[config.mk]
export PLATFORM = sky130hd
export DESIGN_NAME = gha_ram
export DESIGN_NICKNAME = d
export VERILOG_FILES = /design/src/rtl/gha_ram.sv
export SDC_FILE = /design/constraint.sdc
export NUM_CORES = 2
export LEC_CHECK = 0
export BUFFER_PORTS_ARGS = -buffer_cell sky130_fd_sc_hd__buf_2
export CAP_MARGIN = 20
export CORE_UTILIZATION = 40
export CTS_BUF_LIST = sky130_fd_sc_hd__clkbuf_8
export DETAILED_ROUTE_END_ITERATION = 8
export GPL_TIMING_DRIVEN = 0
export SLEW_MARGIN = 20
export SYNTH_ARGS = -nofsm -noshare
export SYNTH_HDL_FRONTEND = slang
export SYNTH_SLANG_ARGS = --single-unit
[constraint.sdc]
create_clock -name clk -period 6.6 [get_ports clk]
set_input_delay 0.33 -clock clk [delete_from_list [all_inputs] [get_ports clk]]
set_output_delay 0.33 -clock clk [all_outputs]
set_load 0.005 [all_outputs]
[src/rtl/gha_ram.sv]
module gha_ram #(
	parameter int WIDTH = 32,
	parameter int DEPTH = 64
) (
	input  logic                     clk,
	input  logic                     we,
	input  logic [$clog2(DEPTH)-1:0] waddr,
	input  logic [WIDTH-1:0]         wdata,
	input  logic                     re,
	input  logic [$clog2(DEPTH)-1:0] raddr,
	output logic [WIDTH-1:0]         rdata
);

	logic [WIDTH-1:0] mem_q [DEPTH];

	always_ff @(posedge clk) begin
		if (we) begin
			mem_q[waddr] <= wdata;
		end
		if (re) begin
			rdata <= mem_q[raddr];
		end
	end

endmodule

==> parameters.txt <==
Parameter                              Value

Final layout
  Count of placed standard cells in the final layout, fillers left out ... 6804
  Multi-input logic area ... 16000 um2
  P&R area growth vs syn ... 17.5%
  Number of inserted filler cells in the final layout ... 15900
  Storage cell area ... 62500 um2
  Layout cells sized above 1 ... 0.320
  Final Cell Area ... 92600 um2
  Final net count ... 3970
  Fraction of the core area covered by cells at the end of the flow ... 0.474

Clock tree
  Max clock buf depth ... 4
  Total number of H-tree levels ... 5
  Root Buffer Master ... sky130_fd_sc_hd__clkbuf_8
  Total clock buffers created by CTS ... 348
  PostCTS Resize Cnt ... 0
  TritonCTS Sinks ... 2080
  CTS hold repair buffers ... 24
  Clock slew seen by the registers of the worst setup and hold paths ... 60 ps
  Clock latency of the later-clocked register in the worst-skew pair ... 1090 ps
  Clock tree from TritonCTS ... done
  Post-CTS Repair Setup Buffers ... 0

GRT
  Overflow left after global routing ... 0
  Total GRT Usage ... 0.246
  Wire length of the first global-routing pass ... 330000 um
  Largest net degree at the start of global routing ... 65
  Number of global-route vias before repair ... 40000
  Initial antenna violation count ... 16

Route
  Vias after detailed routing ... 40700
  ANT nets after route ... 0
  Detailed Routing Iterations Pass 1 ... 5
  Iter 0 DRT Violations ... 5747
  Total DRC errors in the routed layout ... 0
  Via density per instance ... 5.98
  Post-DR wirelength/cell ... 36.0 um
  Post-detailed-routing wire length ... 245000 um

Floorplanning
  Area enclosed by the die boundary ... 199000 um2
  Die height ... 446 um
  Placeable Area ... 195000 um2
  Starting density of the core ... 0.403
  I/O pin cnt ... 79
  Width of the die ... 446 um
  Core Rows ... 162

Timing
  Slew of the pin with the lowest slew margin ... 1260 ps
  Tmin final ... 4050 ps
  Unrepaired setup endpoints after global routing ... false
  Number of failing hold endpoints at the final stage ... 0
  Maximum clock rate ... 247 MHz
  Final setup violation count ... 0
  Largest clock skew in the final design ... 81.6 ps
  Count of final max-slew check failures ... 0
  Worst rel slew slack ... 0.162
  Ratio of final minimum period to clock period ... 0.614

Yosys
  Top flip-flop cell by instance count after synthesis ... sky130_fd_sc_hd__edfxtp_1
  Synth Register Bits ... 2080
  Net Count, Synth ... 3371
  Unique masters post-synth ... 33
  Cells after Synth ... 3324
  Yosys warns ... 0
  Seq/Total Area, Yosys ... 0.792
  Mapped Area ... 78800 um2
  Number of enable-type register cells in the synthesized netlist ... 2080
  Syn_area_per_cell ... 23.7 um2
  Ys async rst share ... 0

Job
  Max-cap violations ... 0

Setup path
  Register-to-register setup slack ... 3690 ps
  Source of the worst register-to-register timing path ... mem_q[29][21]$_DFFE_PP_
  Startpoint kind of the worst setup timing path ... primary input
  Required time of the worst setup path ... 7320 ps
  Worst setup startpoint ... raddr[1]
  Capturing instance or port of the critical path ... rdata[16]$_DFFE_PP_
  R2r endpoint ... rdata[21]$_DFFE_PP_
  Kind of capture point of the worst setup path ... flip-flop
  Count of cells along the worst register-to-register path ... 4
  CP Max Fanout ... 10
  Type of the worst setup path ... primary input to flip-flop
  Crit path DAT ... 4770 ps

Place
  Routability congestion estimate ... 0.835
  Post-Place Cell Area ... 86200 um2
  Number of buffers inserted by port buffering ... 70
  Cells after DPL ... 6163
  Detailed Place HPWL ... 160000 um

Power
  Peak supply drop ... 0.144 mV
  Pwr per Cell Area ... 285 nW/um2
  LEAKAGE ... 0.0292 uW

Worst hold path
  Hold WC Path Type ... primary input to flip-flop

Outcome
  Status ... completed
==> how the worst min path moves through the flow <==
stage / to / cells after the start / startpoint / slack [ps]
floorplan: mem_q[0][0]$_DFFE_PP_ / 0 / wdata[0] / 430
global placement: rdata[10] / 1 / rdata[10]$_DFFE_PP_ / 720
detailed placement: rdata[23] / 1 / rdata[23]$_DFFE_PP_ / 720
CTS: mem_q[9][28]$_DFFE_PP_ / 1 / wdata[28] / 6
global route: mem_q[53][30]$_DFFE_PP_ / 3 / waddr[0] / 110
finish: mem_q[53][30]$_DFFE_PP_ / 3 / waddr[0] / 150
==> stage by stage <==
step / worst slack [ps] / total power [uW] / TNS (ps) / hold slack (ps)
global placement: -1840 / 16400 / -114750 / 722
detailed placement: 1730 / 16500 / 0 / 723
finish: 2550 / 26400 / 0 / 146
global route: 2840 / 27100 / 0 / 108
CTS: 2850 / 26500 / 0 / 6.35
floorplan: 3110 / 15700 / 0 / 429
==> final cells by class <==
class	instances	area share
Sequential cell	2080	0.674
Multi-Input combinational cell	1062	0.172
Clock buffer	354	0.0526
Timing Repair Buffer	249	0.0433
Tap cell	2624	0.0355
Clock inverter	243	0.0117
Buffer	182	0.00980
Antenna cell	10	0.000270
==> per-layer routing <==
| layer | routed length (um) | vias up | global-route usage |
|---|---|---|---|
| met5 | 33 | - | 0 |
| met1 | 91300 | 21800 | 0.327 |
| met2 | 115000 | 2751 | 0.385 |
| li1 | - | 15600 | - |
| met4 | 12000 | 6 | 0.113 |
| met3 | 27200 | 527 | 0.0609 |
==> placed cells by master, fill, tap and decap left out, types with 3 or more instances in the layout <==
master and n:
sky130_fd_sc_hd__a21oi_1 62, sky130_fd_sc_hd__a22oi_1 12, sky130_fd_sc_hd__a311oi_1 8, sky130_fd_sc_hd__a41o_1 4
sky130_fd_sc_hd__and3_1 4, sky130_fd_sc_hd__buf_1 17, sky130_fd_sc_hd__buf_12 65, sky130_fd_sc_hd__buf_16 66
sky130_fd_sc_hd__buf_2 103, sky130_fd_sc_hd__buf_4 61, sky130_fd_sc_hd__buf_6 12, sky130_fd_sc_hd__bufinv_16 4
sky130_fd_sc_hd__clkbuf_1 61, sky130_fd_sc_hd__clkbuf_2 13, sky130_fd_sc_hd__clkbuf_8 354, sky130_fd_sc_hd__clkinv_1 83
sky130_fd_sc_hd__clkinv_2 37, sky130_fd_sc_hd__clkinvlp_4 5, sky130_fd_sc_hd__diode_2 10, sky130_fd_sc_hd__dlygate4sd3_1 33
sky130_fd_sc_hd__edfxtp_1 2080, sky130_fd_sc_hd__inv_1 113, sky130_fd_sc_hd__mux2i_1 93, sky130_fd_sc_hd__mux4_2 544
sky130_fd_sc_hd__nand2_1 26, sky130_fd_sc_hd__nand2b_1 8, sky130_fd_sc_hd__nand3_1 5, sky130_fd_sc_hd__nand3b_1 5
sky130_fd_sc_hd__nor2_1 75, sky130_fd_sc_hd__nor2_4 62, sky130_fd_sc_hd__nor2b_1 15, sky130_fd_sc_hd__nor3_1 5
sky130_fd_sc_hd__o221ai_1 27, sky130_fd_sc_hd__o22ai_1 84, sky130_fd_sc_hd__o32ai_1 4, sky130_fd_sc_hd__or3_1 3
sky130_fd_sc_hd__or3b_2 3
==> sequential cells by signal, indices dropped and copies added, names as in the netlist <==
register	cells
rdata	32
mem_q	2048
==> cells in the mapped netlist (8+ instances only) <==
cell,n,area share
sky130_fd_sc_hd__a22oi_1,12,0.0011
sky130_fd_sc_hd__mux2i_1,93,0.012
sky130_fd_sc_hd__a311oi_1,8,0.00089
sky130_fd_sc_hd__nand2b_1,8,0.00063
sky130_fd_sc_hd__clkbuf_1,74,0.0035
sky130_fd_sc_hd__edfxtp_1,2080,0.79
sky130_fd_sc_hd__nand2_1,26,0.0012
sky130_fd_sc_hd__nor2b_1,15,0.0012
sky130_fd_sc_hd__mux4_2,544,0.16
sky130_fd_sc_hd__o221ai_1,27,0.0030
sky130_fd_sc_hd__o22ai_1,84,0.0067
sky130_fd_sc_hd__a21oi_1,62,0.0039
sky130_fd_sc_hd__buf_1,21,0.0010
sky130_fd_sc_hd__nor2_1,137,0.0065
sky130_fd_sc_hd__buf_4,25,0.0024
sky130_fd_sc_hd__buf_2,57,0.0036
==> power breakdown <==
group          total, uW  switching [uW]  internal (uW)
Clock              10200            5090           5110
Sequential         14700            23.6          14700
Combinational       1530            1010            517
==> cell families (layout without fill, tap and decap cells) <==
kind of cell	count (synthesis)	after routing	share of synthesized area
AOI/OAI and AO/OA	202	202	0.0167
buffers and inverters	182	1028	0.0112
DFF	2080	2080	0.792
muxes	637	637	0.167
other	0	10	0
and+or+nand+nor	223	223	0.0126
==> critical path, stage by stage <==
cell and delay, ps:
sky130_fd_sc_hd__buf_2 450, sky130_fd_sc_hd__buf_2 540, sky130_fd_sc_hd__buf_2 570, sky130_fd_sc_hd__clkbuf_1 740, sky130_fd_sc_hd__buf_2 620, sky130_fd_sc_hd__mux2i_1 260
sky130_fd_sc_hd__a21oi_1 170, sky130_fd_sc_hd__a21oi_1 860, sky130_fd_sc_hd__nor2_1 170
No activity file was read; power rests on OpenSTA's default activity.
