===== src/rtl/gha_pkg.sv =====
package gha_pkg;

	localparam int NUM_CHANNELS = 3;
	localparam int CHANNEL_SHIFT = 30;
	localparam int SLOTS_DEFAULT = 64;
	localparam logic [31:0] GEN_MAX = 32'hFFFF_FFFF;

	localparam logic [1:0] OP_ALLOC = 2'd0;
	localparam logic [1:0] OP_RELEASE = 2'd1;
	localparam logic [1:0] OP_CLEAR = 2'd2;
	localparam logic [1:0] OP_RSVD = 2'd3;

	localparam logic [1:0] ST_OK = 2'd0;
	localparam logic [1:0] ST_NOT_REGISTERED = 2'd1;
	localparam logic [1:0] ST_INVALID = 2'd2;
	localparam logic [1:0] ST_FULL = 2'd3;

	typedef struct packed {
		logic [1:0] op;
		logic [1:0] channel;
		logic [31:0] handle_word;
		logic [31:0] handle_generation;
		logic callback_bound;
		logic owner_registered;
	} in_item_t;

	typedef struct packed {
		logic [1:0] status;
		logic [31:0] out_handle_word;
		logic [31:0] out_generation;
	} out_item_t;

	typedef struct packed {
		logic clear_all;
		logic slot_we;
		logic slot_occ;
		logic pop;
		logic grow;
		logic push;
	} ctl_t;

	function automatic int unsigned chan_base(input logic [1:0] ch, input int unsigned slots);
		return 32'(ch) * slots;
	endfunction

endpackage


===== src/rtl/gha_exec.sv =====
module gha_exec #(
	parameter int SLOTS = gha_pkg::SLOTS_DEFAULT
) (
	input  gha_pkg::in_item_t              item,
	input  logic [$clog2(SLOTS+1)-1:0]     fc,
	input  logic [$clog2(SLOTS+1)-1:0]     uc,
	input  logic                           slot_occ,
	input  logic [31:0]                    slot_gen,
	input  logic [$clog2(SLOTS)-1:0]       stk_idx,
	input  logic [31:0]                    stk_gen,
	output gha_pkg::ctl_t                  ctl,
	output logic [$clog2(SLOTS)-1:0]       wr_idx,
	output logic [31:0]                    wr_gen,
	output gha_pkg::out_item_t             result
);

	localparam int IDX_W = $clog2(SLOTS);
	localparam int CNT_W = $clog2(SLOTS + 1);

	logic ch_ok;
	logic [gha_pkg::CHANNEL_SHIFT-1:0] rel_idx;
	logic [gha_pkg::CHANNEL_SHIFT-1:0] uc_ext;
	logic [gha_pkg::CHANNEL_SHIFT-1:0] idx_ext;

	assign ch_ok = item.channel < 2'(gha_pkg::NUM_CHANNELS);
	assign rel_idx = item.handle_word[gha_pkg::CHANNEL_SHIFT-1:0];

	always_comb begin
		uc_ext = '0;
		uc_ext[CNT_W-1:0] = uc;
		idx_ext = '0;
		ctl = '0;
		wr_idx = '0;
		wr_gen = '0;
		result = '0;
		case (item.op)
			gha_pkg::OP_CLEAR: begin
				ctl.clear_all = 1'b1;
				result.status = gha_pkg::ST_OK;
			end
			gha_pkg::OP_ALLOC: begin
				if (!item.owner_registered) begin
					result.status = gha_pkg::ST_NOT_REGISTERED;
				end else if (!ch_ok || !item.callback_bound) begin
					result.status = gha_pkg::ST_INVALID;
				end else if (fc != '0) begin
					ctl.pop = 1'b1;
					wr_idx = stk_idx;
					wr_gen = stk_gen;
				end else if (uc < CNT_W'(SLOTS)) begin
					ctl.grow = 1'b1;
					wr_idx = uc[IDX_W-1:0];
				end else begin
					result.status = gha_pkg::ST_FULL;
				end
				if (ctl.pop || ctl.grow) begin
					ctl.slot_we = 1'b1;
					ctl.slot_occ = 1'b1;
					idx_ext[IDX_W-1:0] = wr_idx;
					result.status = gha_pkg::ST_OK;
					result.out_handle_word = {item.channel, idx_ext};
					result.out_generation = wr_gen;
				end
			end
			gha_pkg::OP_RELEASE: begin
				if (!item.owner_registered || !ch_ok
						|| item.handle_word[31:gha_pkg::CHANNEL_SHIFT] != item.channel
						|| rel_idx >= uc_ext || !slot_occ
						|| slot_gen != item.handle_generation) begin
					result.status = gha_pkg::ST_NOT_REGISTERED;
				end else begin
					result.status = gha_pkg::ST_OK;
					ctl.slot_we = 1'b1;
					wr_idx = rel_idx[IDX_W-1:0];
					if (slot_gen == gha_pkg::GEN_MAX) begin
						wr_gen = slot_gen;
					end else begin
						wr_gen = slot_gen + 32'd1;
						ctl.push = fc < CNT_W'(SLOTS);
					end
				end
			end
			default: begin
				result.status = gha_pkg::ST_INVALID;
			end
		endcase
	end

endmodule


===== config.mk =====
export PLATFORM = sky130hd
export DESIGN_NAME = gha_exec
export DESIGN_NICKNAME = d
export VERILOG_FILES = /design/src/rtl/gha_pkg.sv /design/src/rtl/gha_exec.sv
export SDC_FILE = /design/constraint.sdc
export NUM_CORES = 1
export LEC_CHECK = 0
export ABC_AREA = 1
export ABC_CLOCK_PERIOD_IN_PS = 5900
export BUFFER_PORTS_ARGS = -buffer_cell sky130_fd_sc_hd__buf_4
export CAP_MARGIN = 20
export CORE_AREA = 10 10 101 103
export DETAILED_ROUTE_END_ITERATION = 7
export DIE_AREA = 0 0 111 113
export PLACE_DENSITY_LB_ADDON = 0.1
export SKIP_LAST_GASP = 1
export SLEW_MARGIN = 20
export SYNTH_ARGS = -nofsm -noshare
export SYNTH_HDL_FRONTEND = slang
export SYNTH_SLANG_ARGS = --single-unit
export TNS_END_PERCENT = 50

===== constraint.sdc =====
create_clock -name vclk -period 5.9
set_clock_uncertainty 0.2 [all_clocks]
set_input_delay 1.18 -clock vclk [all_inputs]
set_output_delay 1.18 -clock vclk [all_outputs]
set_load 0.01 [all_outputs]

==> results.json <==
{
  "run_status": "finished clean",
  "ys_warn_count": 0,
  "tightest_slew_ns": 0.807,
  "grt_pass1_wl_um": 28300,
  "hold_end": "result[18]",
  "port_buffers": 241,
  "drtIter0Drc": 564,
  "hp-start": "stk_gen[18]",
  "route.met3.wl_um": 1620,
  "whs_path_depth": 4,
  "end_kind": "output pin",
  "grt_pass1_vias": 5329,
  "antenna_cells": 0,
  "cp-start-kind": "input pin",
  "multi_input_area_um2": 2810,
  "power_frac_comb_pct": 100.0,
  "cp.depth": 11,
  "setup_ws_ns": 1.23,
  "gp_congestion": 1.03,
  "via_count": 5625,
  "p_clk_share_pct": 0,
  "cts_setup_buffers": 0,
  "slew_viol_final": 0,
  "rsz0062_at_grt": "false",
  "synth_top_area_share_pct": 34.0,
  "tns_ns": 0,
  "cp_data_arrival_time_ns": 3.29,
  "wl_met1_um": 7410,
  "cts_resized": 0,
  "coreArea_um2": 8130,
  "top_layer": "met4",
  "switchingPower_mw": 0.145,
  "pre_cts_ws_ns": 1.27,
  "p_seq_share_pct": 0,
  "relSlewSlack_pct": 46.1,
  "initial_core_util_pct": 44.6,
  "critPathSlowestCell": "nor2_4",
  "yosysMostFrequentCell": "nand2_1",
  "drive_gt1_share_pct": 25.8,
  "intPower_mw": 0.121,
  "path_max_fanout": 35,
  "drt_pre_antenna_iters": 5,
  "antenna_found_initial": 0,
  "crit_buf_inv": 2,
  "avgSynthCellArea_um2": 4.51,
  "crit_required_ns": 4.52,
  "yosys-top-cells-count": "nand2_1, inv_1, nor2_1",
  "syn_to_final_growth_pct": 47.8,
  "max-cap-violations": 0,
  "critPathLaunch": "item[39]",
  "period_minus_slack_ns": 4.67,
  "core.rowCount": 33,
  "via_per_inst": 4.96,
  "fmax_mhz": 214,
  "register_area_um2": 0,
  "detail-route-antenna-nets": 0,
  "fin_crit_sh_pct": 79.1,
  "route.detailed.drc": 0,
  "final_area_um2": 5360,
  "netlist_area_um2": 3630,
  "peakVddDrop_uv": 29.1,
  "netlist_instances": 804,
  "die_w_um": 111,
  "synth_top_area_cell": "nand2_1",
  "wl_met2_um": 8680,
  "seq_cell_count": 0,
  "grt-ovfl-total": 0,
  "fillers": 942,
  "yosysSeqAreaShare_pct": 0,
  "wl_per_cell_um": 16.1,
  "hpwl_um": 16200,
  "slowest_delay_ns": 0.60,
  "placed_area_um2": 5360,
  "cp_top_family": "simple AND/OR/NAND/NOR gates",
  "num-nets-final": 1195,
  "switching_share_pct": 54.5,
  "final_hold_viol_count": 0,
  "cellLeakagePower_nw": 3.58,
  "track_usage_pct": 26.8,
  "setup_viol": 0,
  "worst-setup-path-type": "input pin to output pin",
  "hold_ws_ns": 2.45,
  "powerDensity_nw_per_um2": 49.6,
  "totalWireLength_um": 18200,
  "path_cells": "buf_4, ha_1, nand2_1, nor2_1, o21ai_0, nor3b_1, nor2_1, nor2_4, nand4_1, nand2_1, buf_4",
  "dieArea_um2": 12500,
  "synth_cell_types": 28,
  "hold_class": "input pin to output pin",
  "hold_buffers": 0,
  "clockBufferCount": 0,
  "grt_max_degree": 36,
  "ios": 265,
  "synthTopCellsByArea": "nand2_1, inv_1, nor2_1",
  "fp.dieH_um": 113
}
-- worst max-delay path by stage --
stage / end / slack (ns)
5_1_grt: wr_gen[14] / 0.91
6_report: wr_gen[22] / 1.23
3_5_place_dp: wr_gen[12] / 1.27
2_1_floorplan: wr_gen[1] / 2.04
4_1_cts: wr_gen[12] / 1.25
3_3_place_gp: wr_gen[12] / 1.29
-- routing by layer --
layer	global-route usage, %	vias up
met1	33.1	2400
met5	0	-
met3	4.44	37
met2	47.7	330
li1	-	2858
met4	5.56	0
-- cells by family (layout without fill, tap and decap cells) --
group                      count (synthesis)  after routing  synth area share [%]
AOI/OAI and AO/OA                         23             23                  3.24
xor gates and xnor gates                   9              9                  2.17
adders and majority gates                  8              8                  2.76
other                                      1             24                 0.103
and+or+nand+nor                          564            564                  66.7
buffers and inverters                    199            402                  25.0
-- layout by cell type (no fill, tap or decap), drive strengths merged --
cell type and instances:
ha 8, nor3 7, or2 3, buf 243
nor3b 1, a21o 1, conb 24, a21oi 2
nand2 331, xor2 3, inv 159, xnor2 6
nand4 46, o21ai 20, nand3b 4, nor2 115
nand3 56, nor4 1
-- power by group through the flow --
stage | registers, mW | logic (mW) | clock network (mW)
after floorplan | 0 | 0.129 | 0
after global placement | 0 | 0.260 | 0
after detailed placement | 0 | 0.261 | 0
after CTS | 0 | 0.262 | 0
after global routing | 0 | 0.295 | 0
final | 0 | 0.266 | 0
-- area by class of cell --
type | count | area share (%)
Tap cell | 105 | 2.45
Timing Repair Buffer | 243 | 34.0
Multi-Input combinational cell | 628 | 52.4
Inverter | 159 | 11.1
-- through the flow --
step / power (mW) / utilization (%) / std cells
after global placement: 0.260 / 65.9 / 1135
after CTS: 0.262 / 65.9 / 1135
after detailed placement: 0.261 / 65.9 / 1135
final: 0.266 / 65.9 / 1135
after floorplan: 0.129 / - / 827
after global routing: 0.295 / 65.9 / 1135
Note: power is estimated with default switching activity, not from simulation.
